$ cat config.mk
export PLATFORM = sky130hd
export DESIGN_NAME = ir_distance_average_interpolate_unit
export DESIGN_NICKNAME = d
export VERILOG_FILES = /design/src/design/idai_pkg.sv /design/src/design/idai_accum.sv /design/src/design/idai_serdiv.sv /design/src/design/idai_sermul.sv /design/src/design/ir_distance_average_interpolate_unit.sv
export SDC_FILE = /design/constraint.sdc
export NUM_CORES = 1
export LEC_CHECK = 0
export ABC_AREA = 1
export BUFFER_PORTS_ARGS = -buffer_cell sky130_fd_sc_hd__buf_4
export CORE_ASPECT_RATIO = 1.5
export CORE_MARGIN = 4
export CORE_UTILIZATION = 45
export DETAILED_ROUTE_END_ITERATION = 8
export PLACE_DENSITY = 0.69
export SLEW_MARGIN = 25
export SYNTH_ARGS = -nofsm -noshare
export SYNTH_HDL_FRONTEND = slang
export SYNTH_SLANG_ARGS = --single-unit
$ cat constraint.sdc
create_clock -name clk -period 3.96 [get_ports clk]
set_input_delay 0.396 -clock clk [delete_from_list [all_inputs] [get_ports clk]]
set_output_delay 0.396 -clock clk [all_outputs]
set_load 0.02 [all_outputs]
$ cat src/design/idai_pkg.sv
package idai_pkg;

  // field and state widths
  localparam int SAMPLE_W   = 12;
  localparam int SUM_W      = 20;
  localparam int COUNT_W    = 8;
  localparam int CM_W       = 7;
  localparam int DEN_W      = SAMPLE_W;
  localparam int PROD_W     = SAMPLE_W + CM_W;
  localparam int IN_DATA_W  = 16;
  localparam int OUT_DATA_W = 24;

  // calibration table geometry
  localparam int TABLE_ENTRIES = 15;
  localparam int TBL_IDX_W     = $clog2(TABLE_ENTRIES);
  localparam int LAST_SEG      = TABLE_ENTRIES - 2;

  // serial unit step counters
  localparam int DIV_STEP_W = $clog2(SUM_W);
  localparam int MUL_STEP_W = $clog2(CM_W);

  localparam logic [COUNT_W-1:0] COUNT_RESET = COUNT_W'(100);

  typedef enum logic [2:0] {
    ST_IDLE,
    ST_AVG_DIV,
    ST_SEARCH,
    ST_MUL,
    ST_INT_DIV,
    ST_HOLD
  } state_t;

  // completed average handed to the controller
  typedef struct packed {
    logic               fire;
    logic [SUM_W-1:0]   sum;
    logic [COUNT_W-1:0] divisor;
  } avg_req_t;

  typedef struct packed {
    logic             done;
    logic [SUM_W-1:0] quotient;
  } div_rsp_t;

  typedef struct packed {
    logic              done;
    logic [PROD_W-1:0] product;
  } mul_rsp_t;

  // converter level at each calibration point, decreasing
  function automatic logic [SAMPLE_W-1:0] cal_level(input logic [TBL_IDX_W-1:0] idx);
    logic [SAMPLE_W-1:0] lvl;
    case (idx)
      0:       lvl = SAMPLE_W'(3265);
      1:       lvl = SAMPLE_W'(3225);
      2:       lvl = SAMPLE_W'(2920);
      3:       lvl = SAMPLE_W'(2670);
      4:       lvl = SAMPLE_W'(2290);
      5:       lvl = SAMPLE_W'(1950);
      6:       lvl = SAMPLE_W'(1720);
      7:       lvl = SAMPLE_W'(1600);
      8:       lvl = SAMPLE_W'(1445);
      9:       lvl = SAMPLE_W'(1320);
      10:      lvl = SAMPLE_W'(1200);
      11:      lvl = SAMPLE_W'(1100);
      12:      lvl = SAMPLE_W'(1030);
      13:      lvl = SAMPLE_W'(965);
      14:      lvl = SAMPLE_W'(890);
      default: lvl = '0;
    endcase
    return lvl;
  endfunction

  // distance in cm at each calibration point
  function automatic logic [CM_W-1:0] cal_cm(input logic [TBL_IDX_W-1:0] idx);
    logic [CM_W-1:0] cm;
    case (idx)
      0:       cm = CM_W'(10);
      1:       cm = CM_W'(15);
      2:       cm = CM_W'(20);
      3:       cm = CM_W'(25);
      4:       cm = CM_W'(30);
      5:       cm = CM_W'(35);
      6:       cm = CM_W'(40);
      7:       cm = CM_W'(45);
      8:       cm = CM_W'(50);
      9:       cm = CM_W'(55);
      10:      cm = CM_W'(60);
      11:      cm = CM_W'(65);
      12:      cm = CM_W'(70);
      13:      cm = CM_W'(75);
      14:      cm = CM_W'(80);
      default: cm = '0;
    endcase
    return cm;
  endfunction

endpackage

$ cat src/design/idai_accum.sv
module idai_accum (
  input  logic                          clk,
  input  logic                          rst,
  input  logic                          cfg_we,
  input  logic [idai_pkg::COUNT_W-1:0]  cfg_wdata,
  input  logic                          accept,
  input  logic [idai_pkg::SAMPLE_W-1:0] sample,
  output idai_pkg::avg_req_t            avg_req
);

  logic [idai_pkg::COUNT_W-1:0] avg_count;
  logic [idai_pkg::SUM_W-1:0]   sample_sum;
  logic [idai_pkg::COUNT_W-1:0] samples_taken;

  logic [idai_pkg::SUM_W-1:0]   sum_next;
  logic [idai_pkg::COUNT_W-1:0] taken_next;
  logic [idai_pkg::COUNT_W-1:0] n_eff;

  // running sum and count after this sample, zero count acts as one
  always_comb begin
    sum_next   = sample_sum + idai_pkg::SUM_W'(sample);
    taken_next = samples_taken + idai_pkg::COUNT_W'(1);
    n_eff      = (avg_count == '0) ? idai_pkg::COUNT_W'(1) : avg_count;
    avg_req.fire    = accept && (taken_next >= n_eff);
    avg_req.sum     = sum_next;
    avg_req.divisor = n_eff;
  end

  // count register
  always_ff @(posedge clk) begin
    if (rst) begin
      avg_count <= idai_pkg::COUNT_RESET;
    end else if (cfg_we) begin
      avg_count <= cfg_wdata;
    end
  end

  // accumulator, cleared when an average completes
  always_ff @(posedge clk) begin
    if (rst) begin
      sample_sum    <= '0;
      samples_taken <= '0;
    end else if (accept) begin
      if (avg_req.fire) begin
        sample_sum    <= '0;
        samples_taken <= '0;
      end else begin
        sample_sum    <= sum_next;
        samples_taken <= taken_next;
      end
    end
  end

endmodule

$ cat src/design/idai_serdiv.sv
module idai_serdiv (
  input  logic                         clk,
  input  logic                         rst,
  input  logic                         start,
  input  logic [idai_pkg::SUM_W-1:0]   dividend,
  input  logic [idai_pkg::DEN_W-1:0]   divisor,
  output idai_pkg::div_rsp_t           div_rsp
);

  logic                              busy;
  logic                              done;
  logic [idai_pkg::DIV_STEP_W-1:0]   step;
  logic [idai_pkg::SUM_W-1:0]        quo;
  logic [idai_pkg::DEN_W-1:0]        rem;
  logic [idai_pkg::DEN_W-1:0]        dvs;

  logic [idai_pkg::DEN_W:0]          rem_sh;
  logic [idai_pkg::DEN_W:0]          rem_diff;
  logic                              fits;

  // one restoring step: bring down the next dividend bit
  always_comb begin
    rem_sh   = {rem, quo[idai_pkg::SUM_W-1]};
    rem_diff = rem_sh - {1'b0, dvs};
    fits     = rem_sh >= {1'b0, dvs};
  end

  // control
  always_ff @(posedge clk) begin
    if (rst) begin
      busy <= 1'b0;
      done <= 1'b0;
      step <= '0;
    end else begin
      done <= 1'b0;
      if (start) begin
        busy <= 1'b1;
        step <= '0;
      end else if (busy) begin
        step <= step + idai_pkg::DIV_STEP_W'(1);
        if (step == idai_pkg::DIV_STEP_W'(idai_pkg::SUM_W - 1)) begin
          busy <= 1'b0;
          done <= 1'b1;
        end
      end
    end
  end

  // quotient shifts in one bit per cycle
  always_ff @(posedge clk) begin
    if (start) begin
      quo <= dividend;
      rem <= '0;
      dvs <= divisor;
    end else if (busy) begin
      quo <= {quo[idai_pkg::SUM_W-2:0], fits};
      rem <= fits ? rem_diff[idai_pkg::DEN_W-1:0] : rem_sh[idai_pkg::DEN_W-1:0];
    end
  end

  assign div_rsp.done     = done;
  assign div_rsp.quotient = quo;

endmodule

$ cat src/design/idai_sermul.sv
module idai_sermul (
  input  logic                          clk,
  input  logic                          rst,
  input  logic                          start,
  input  logic [idai_pkg::SAMPLE_W-1:0] mcand_in,
  input  logic [idai_pkg::CM_W-1:0]     mplier_in,
  output idai_pkg::mul_rsp_t            mul_rsp
);

  logic                            busy;
  logic                            done;
  logic [idai_pkg::MUL_STEP_W-1:0] step;
  logic [idai_pkg::PROD_W-1:0]     acc;
  logic [idai_pkg::PROD_W-1:0]     mcand;
  logic [idai_pkg::CM_W-1:0]       mplier;

  // control
  always_ff @(posedge clk) begin
    if (rst) begin
      busy <= 1'b0;
      done <= 1'b0;
      step <= '0;
    end else begin
      done <= 1'b0;
      if (start) begin
        busy <= 1'b1;
        step <= '0;
      end else if (busy) begin
        step <= step + idai_pkg::MUL_STEP_W'(1);
        if (step == idai_pkg::MUL_STEP_W'(idai_pkg::CM_W - 1)) begin
          busy <= 1'b0;
          done <= 1'b1;
        end
      end
    end
  end

  // shift-add, one multiplier bit per cycle
  always_ff @(posedge clk) begin
    if (start) begin
      acc    <= '0;
      mcand  <= idai_pkg::PROD_W'(mcand_in);
      mplier <= mplier_in;
    end else if (busy) begin
      if (mplier[0]) begin
        acc <= acc + mcand;
      end
      mcand  <= {mcand[idai_pkg::PROD_W-2:0], 1'b0};
      mplier <= {1'b0, mplier[idai_pkg::CM_W-1:1]};
    end
  end

  assign mul_rsp.done    = done;
  assign mul_rsp.product = acc;

endmodule

$ cat src/design/ir_distance_average_interpolate_unit.sv
// Averaging infrared range converter. Each transaction on the s_ side carries
// one 12-bit sensor reading; after average_count readings (cfg_wdata, reset
// 100, zero acts as one) one result leaves on the m_ side with the floor of
// the mean, the distance in cm interpolated in a 15-point calibration table,
// and tuser set when the mean lies outside the table (distance then 0).
// A reading that does not complete an average is only added to the running sum. The reading
// that completes one starts a serial pass: a bit-serial divider forms the
// mean, the table is searched one segment a cycle (up to 14 segments), a
// shift-add multiplier forms the product, the shared divider divides it and
// the output register takes the result once it is free. s_tready stays low
// during that pass; a finished result waits in the output register without
// blocking new readings once it has been handed over.
module ir_distance_average_interpolate_unit (
  input  logic                            clk,
  input  logic                            rst,
  // average_count
  input  logic                            cfg_we,
  input  logic [idai_pkg::COUNT_W-1:0]    cfg_wdata,
  input  logic                            s_tvalid,
  output logic                            s_tready,
  // [11:0] sample
  input  logic [idai_pkg::IN_DATA_W-1:0]  s_tdata,
  output logic                            m_tvalid,
  input  logic                            m_tready,
  // [6:0] distance_cm, [18:7] average_sample
  output logic [idai_pkg::OUT_DATA_W-1:0] m_tdata,
  // [0] out_of_range
  output logic                            m_tuser
);

  idai_pkg::state_t state;
  idai_pkg::state_t state_next;

  idai_pkg::avg_req_t avg_req;
  idai_pkg::div_rsp_t div_rsp;
  idai_pkg::mul_rsp_t mul_rsp;

  logic [idai_pkg::SAMPLE_W-1:0]  mean;
  logic [idai_pkg::TBL_IDX_W-1:0] seg_idx;
  logic [idai_pkg::DEN_W-1:0]     den;
  logic [idai_pkg::CM_W-1:0]      res_cm;
  logic                           res_oor;

  logic                           in_accept;
  logic                           out_load;
  logic                           div_start;
  logic [idai_pkg::SUM_W-1:0]     div_dividend;
  logic [idai_pkg::DEN_W-1:0]     div_divisor;
  logic                           mul_start;
  logic [idai_pkg::SAMPLE_W-1:0]  y1;
  logic [idai_pkg::SAMPLE_W-1:0]  y2;
  logic [idai_pkg::CM_W-1:0]      x1;
  logic [idai_pkg::CM_W-1:0]      x2;
  logic [idai_pkg::CM_W-1:0]      span;
  logic                           seg_hit;
  logic                           seg_last;
  logic [idai_pkg::SAMPLE_W-1:0]  mean_sat;

  assign in_accept = s_tvalid && s_tready;

  idai_accum u_accum (
    .clk       (clk),
    .rst       (rst),
    .cfg_we    (cfg_we),
    .cfg_wdata (cfg_wdata),
    .accept    (in_accept),
    .sample    (s_tdata[idai_pkg::SAMPLE_W-1:0]),
    .avg_req   (avg_req)
  );

  idai_serdiv u_div (
    .clk      (clk),
    .rst      (rst),
    .start    (div_start),
    .dividend (div_dividend),
    .divisor  (div_divisor),
    .div_rsp  (div_rsp)
  );

  idai_sermul u_mul (
    .clk       (clk),
    .rst       (rst),
    .start     (mul_start),
    .mcand_in  (y1 - mean),
    .mplier_in (span),
    .mul_rsp   (mul_rsp)
  );

  // current table segment
  always_comb begin
    y1       = idai_pkg::cal_level(seg_idx);
    y2       = idai_pkg::cal_level(seg_idx + idai_pkg::TBL_IDX_W'(1));
    x1       = idai_pkg::cal_cm(seg_idx);
    x2       = idai_pkg::cal_cm(seg_idx + idai_pkg::TBL_IDX_W'(1));
    span     = (x2 >= x1) ? (x2 - x1) : '0;
    seg_hit  = (y1 >= mean) && (y2 < mean);
    seg_last = seg_idx == idai_pkg::TBL_IDX_W'(idai_pkg::LAST_SEG);
    mean_sat = (div_rsp.quotient[idai_pkg::SUM_W-1:idai_pkg::SAMPLE_W] != '0) ?
               '1 : div_rsp.quotient[idai_pkg::SAMPLE_W-1:0];
  end

  // state register
  always_ff @(posedge clk) begin
    if (rst) begin
      state <= idai_pkg::ST_IDLE;
    end else begin
      state <= state_next;
    end
  end

  // next state and unit strobes
  always_comb begin
    state_next   = state;
    s_tready     = 1'b0;
    out_load     = 1'b0;
    div_start    = 1'b0;
    div_dividend = avg_req.sum;
    div_divisor  = idai_pkg::DEN_W'(avg_req.divisor);
    mul_start    = 1'b0;
    case (state)
      idai_pkg::ST_IDLE: begin
        s_tready = 1'b1;
        if (avg_req.fire) begin
          div_start  = 1'b1;
          state_next = idai_pkg::ST_AVG_DIV;
        end
      end
      idai_pkg::ST_AVG_DIV: begin
        if (div_rsp.done) begin
          state_next = idai_pkg::ST_SEARCH;
        end
      end
      idai_pkg::ST_SEARCH: begin
        if (seg_hit) begin
          mul_start  = 1'b1;
          state_next = idai_pkg::ST_MUL;
        end else if (seg_last) begin
          state_next = idai_pkg::ST_HOLD;
        end
      end
      idai_pkg::ST_MUL: begin
        div_dividend = idai_pkg::SUM_W'(mul_rsp.product);
        div_divisor  = den;
        if (mul_rsp.done) begin
          div_start  = 1'b1;
          state_next = idai_pkg::ST_INT_DIV;
        end
      end
      idai_pkg::ST_INT_DIV: begin
        if (div_rsp.done) begin
          state_next = idai_pkg::ST_HOLD;
        end
      end
      idai_pkg::ST_HOLD: begin
        if (!m_tvalid || m_tready) begin
          out_load   = 1'b1;
          state_next = idai_pkg::ST_IDLE;
        end
      end
      default: begin
        state_next = idai_pkg::ST_IDLE;
      end
    endcase
  end

  // working registers of the interpolation pass
  always_ff @(posedge clk) begin
    if (state == idai_pkg::ST_AVG_DIV && div_rsp.done) begin
      mean    <= mean_sat;
      seg_idx <= '0;
    end
    if (state == idai_pkg::ST_SEARCH) begin
      if (seg_hit) begin
        den <= y1 - y2;
      end else if (seg_last) begin
        res_cm  <= '0;
        res_oor <= 1'b1;
      end else begin
        seg_idx <= seg_idx + idai_pkg::TBL_IDX_W'(1);
      end
    end
    if (state == idai_pkg::ST_INT_DIV && div_rsp.done) begin
      res_cm  <= x1 + div_rsp.quotient[idai_pkg::CM_W-1:0];
      res_oor <= 1'b0;
    end
  end

  // output register
  always_ff @(posedge clk) begin
    if (rst) begin
      m_tvalid <= 1'b0;
    end else if (out_load) begin
      m_tvalid <= 1'b1;
    end else if (m_tready) begin
      m_tvalid <= 1'b0;
    end
  end

  always_ff @(posedge clk) begin
    if (out_load) begin
      m_tdata <= idai_pkg::OUT_DATA_W'({mean, res_cm});
      m_tuser <= res_oor;
    end
  end

`ifndef SYNTH
  // an out-of-range result never carries a distance
  a_oor_zero: assert property (@(posedge clk) disable iff (rst)
    (m_tvalid && m_tuser) |-> (m_tdata[idai_pkg::CM_W-1:0] == '0))
    else $error("out-of-range result with nonzero distance");

  // an in-range distance stays within the table span
  a_cm_span: assert property (@(posedge clk) disable iff (rst)
    (m_tvalid && !m_tuser) |->
      (m_tdata[idai_pkg::CM_W-1:0] >= idai_pkg::cal_cm('0)) &&
      (m_tdata[idai_pkg::CM_W-1:0] <=
        idai_pkg::cal_cm(idai_pkg::TBL_IDX_W'(idai_pkg::TABLE_ENTRIES - 1))))
    else $error("distance outside calibration span");

  // the shared divider only finishes while a division is awaited
  a_div_done: assert property (@(posedge clk) disable iff (rst)
    div_rsp.done |-> (state == idai_pkg::ST_AVG_DIV || state == idai_pkg::ST_INT_DIV))
    else $error("divider finished outside a division state");

  // segment search never runs past the last segment
  a_seg_bound: assert property (@(posedge clk) disable iff (rst)
    (state == idai_pkg::ST_SEARCH) |->
      (seg_idx <= idai_pkg::TBL_IDX_W'(idai_pkg::LAST_SEG)))
    else $error("segment index past table end");

  // the multiplier hands over right before the second division
  a_mul_div: assert property (@(posedge clk) disable iff (rst)
    (state == idai_pkg::ST_MUL && mul_rsp.done) |=> (state == idai_pkg::ST_INT_DIV))
    else $error("interpolation division not started after product");
`endif

endmodule
==> impl_metrics.tcl <==
set metrics [dict create \
    port_buffers 46 \
    syn_area_mm2 0.0130 \
    die_area_mm2 0.0318 \
    path_cells "ha_1, inv_1, ha_2, buf_4, nor2_1, inv_1, a22oi_1, inv_1, ha_1, a21oi_1, o21ai_0, a21oi_2, nand4_1, buf_4, buf_12, nand2_1, nor3_1, buf_4" \
    wl_per_cell_um 16.4 \
    fmax_mhz 272 \
    first_iter_violations 722 \
    synthArstFlopShare_pct 0 \
    syn2layout_area_growth_pct 13.4 \
    clk-insertion-delay-late_ns 0.52 \
    ys_dominant_reg_cell "dfxtp_1" \
    fillers 2720 \
    clk_path_buf_depth 3 \
    cts_tree "done" \
    final-setup-viol-count 0 \
    setup_ws_ns 0.289 \
    fin_nets 1818 \
    netlist_top_cells_count "nand2_1 (309), inv_1 (226), a21oi_1 (132), o21ai_0 (129)" \
    pre_cts_slack_ns 0.173 \
    ys_types 54 \
    ys_top_cells_by_area "edfxtp_1 (24%), dfxtp_1 (18%), ha_1 (11%)" \
    total_power_mw 12.7 \
    synth_most_common_cell "nand2_1" \
    ys_seq_area_share_pct 41.1 \
    grt_overflow 0 \
    initial_core_util_pct 45.5 \
    skew_ns 0.00907 \
    rr_worst_depth 18 \
    p_leak_nw 6.73 \
    core_mm2 0.0286 \
    ios 56 \
    hpwl_um 26300 \
    cts_buffers 22 \
    grt_max_degree 36 \
    slowest_stage "buf_4" \
    vdd_ir_drop_max_mv 0.313 \
    die_w_um 147 \
    die-height_um 216 \
    arrival_ns 4.09 \
    final_cell_count_no_fill 2074 \
    start_kind "flop" \
    maxSlewHeadroom_pct 27.1 \
    synth_edf_count 102 \
    min_period_ns 3.67 \
    timing_worst_setup_path_type "flop to flop" \
    crit_fanout 23 \
    period_share_pct 92.7 \
    slowest_delay_ns 0.34 \
    synth_top_cell_by_area "edfxtp_1" \
    placedCellCount 2034 \
    hold_viol 0 \
    yosysTopAreaCellShare_pct 23.5 \
    antenna_cells 0 \
    path_delay_family "buffers and inverters" \
    postRouteWirelength_um 33900 \
    synth_warnings 0 \
    slew_viol_final 0 \
    grt_first_pass_wirelength_um 54400 \
    drt_pass1_iterations 5 \
    clk_pin_slew_worst_paths_ns 0.07 \
    root_buffer "clkbuf_16" \
    post_cts_buffers 0 \
    status "complete, no violations" \
    place_congestion 0.987 \
    vias 10981 \
    hold_path.class "primary input to flop" \
    cp.depth 18 \
    grt_use_total_pct 21.2 \
    cts_sinks 216 \
    rsz0062_at_grt "no" \
    vias_per_cell 5.29 \
    rows 76 \
    worst_pin_slew_ns 1.09 \
    avgSynthCellArea_um2 8.10 \
    whs_ns 0.0911 \
    worstPathRequired_ns 4.38 \
    p_per_area_mw_per_mm2 858 \
    antenna_left 0 \
    syn_inst 1606 \
    drive_gt1_share_pct 9.32 \
    htreeDepth 1 \
    max-cap-violations 0 \
    antenna_found_initial 0 \
    crit_buf_inv 7 \
    drc 0 \
    grt_pass1_vias 10867 \
    hold_depth 3 \
    setup_tns_ns 0 \
    synth_seq_cells 216 \
    critPathCaptureType "flop" \
]
-- registers in the layout (all words and copies together) (netlist names), 4 cells and up --
register,flops
u_accum.sample_sum,20
u_div.quo,20
m_tdata,19
u_mul.acc,19
u_mul.mcand,19
den,12
mean,12
u_div.dvs,12
u_div.rem,12
y1,12
u_accum.avg_count,8
u_accum.samples_taken,8
res_cm,7
u_mul.mplier,7
x1,7
u_div.step,5
seg_idx,4
-- repair_timing --
action / in CTS / in global routing
hold buffers: 0 / 0
resized for setup: 0 / 13
setup endpoints to repair: 0 / 63
-- power by group --
part | switching [mW] | internal (mW) | total, mW | leakage [nW]
Sequential | 0.415 | 2.98 | 3.39 | 1.87
Combinational | 4.38 | 2.68 | 7.05 | 4.49
Clock | 0.914 | 1.30 | 2.22 | 0.362
Total | 5.70 | 6.96 | 12.7 | 6.73
-- cell families (layout without fill, tap and decap cells) --
logic type	count (synthesis)	count (layout)	synth area share, %
adder cells (fa/ha/maj)	121	121	12.0
AND/OR/NAND/NOR	549	549	17.8
flip-flops	216	216	41.1
buffers and inverters	282	356	8.49
other	1	5	0.0288
XOR/XNOR	61	61	4.10
AO/OA/AOI/OAI	376	376	16.5
-- worst paths after layout --
path,from,to,slack (ns)
min reg2reg,res_cm[5]$_SDFFCE_PN0P_,m_tdata[5]$_DFFE_PP_,0.42
max reg2reg,seg_idx[0]$_DFF_P_,u_mul.done$_SDFF_PP0_,0.29
max,seg_idx[0]$_DFF_P_,u_mul.done$_SDFF_PP0_,0.29
min,cfg_wdata[6],u_accum.avg_count[6]$_SDFFE_PP1P_,0.09
-- per-layer routing --
metal  wire length, um  global-route usage (%)  vias to the layer above
li1                  -                       -                     5520
met1             13000                    23.3                     5116
met2             17500                    39.5                      258
met3              1350                    2.15                       87
met4              2060                    11.8                        0
met5                 0                       0                        -
-- cells in the final DEF, fill, tap and decap left out, types with 3 or more instances in the layout --
| cell type | n |
|---|---|
| a21oi_1 | 131 |
| clkbuf_16 | 23 |
| inv_1 | 226 |
| nand2_1 | 305 |
| a31oi_1 | 10 |
| o21bai_1 | 11 |
| a211oi_1 | 4 |
| and2_1 | 4 |
| clkinv_1 | 4 |
| buf_12 | 3 |
| o21ai_0 | 126 |
| o221ai_1 | 3 |
| edfxtp_1 | 102 |
| nor2_2 | 3 |
| o31ai_1 | 4 |
| nor3_1 | 22 |
| or2_2 | 6 |
| nand3b_1 | 5 |
| clkinvlp_4 | 4 |
| o21ai_1 | 17 |
| xnor2_1 | 22 |
| nor4_1 | 4 |
| nand4_1 | 15 |
| xor2_1 | 39 |
| nand2_2 | 11 |
| clkbuf_1 | 3 |
| a22oi_1 | 18 |
| nand3_1 | 59 |
| o211ai_1 | 19 |
| a21o_1 | 10 |
| ha_1 | 113 |
| fa_1 | 7 |
| buf_4 | 78 |
| o22ai_1 | 6 |
| dfxtp_1 | 114 |
| conb_1 | 5 |
| bufinv_16 | 3 |
| nor2_1 | 106 |
| inv_2 | 6 |
| o2111ai_1 | 3 |
-- stage by stage --
stage          utilization, %  instance area [um^2]
2_1_floorplan               -                 13000
3_3_place_gp             48.7                 14000
3_5_place_dp             48.8                 14000
4_1_cts                  51.4                 14700
5_1_grt                  51.6                 14800
6_report                 51.6                 14800
-- final cells by class --
class / instances / area [um^2] / share of cell area, %
multi-input combinational: 1112 / 6630 / 44.9
sequential: 216 / 5350 / 36.2
clock buffer: 28 / 614 / 4.16
clock inverter: 12 / 153 / 1.03
inverter: 235 / 885 / 5.99
tap: 390 / 488 / 3.31
timing repair buffer: 81 / 646 / 4.37
-- worst register-to-register path, stage by stage (launching register included) --
cell and delay (ns):
dfxtp_1 0.31, ha_1 0.20, inv_1 0.11, ha_2 0.33, buf_4 0.19, nor2_1 0.13, inv_1 0.05, a22oi_1 0.28
inv_1 0.12, ha_1 0.31, a21oi_1 0.14, o21ai_0 0.11, a21oi_2 0.20, nand4_1 0.29, buf_4 0.34, buf_12 0.18
nand2_1 0.09, nor3_1 0.06, buf_4 0.15
(Power assumes the default switching activity.)
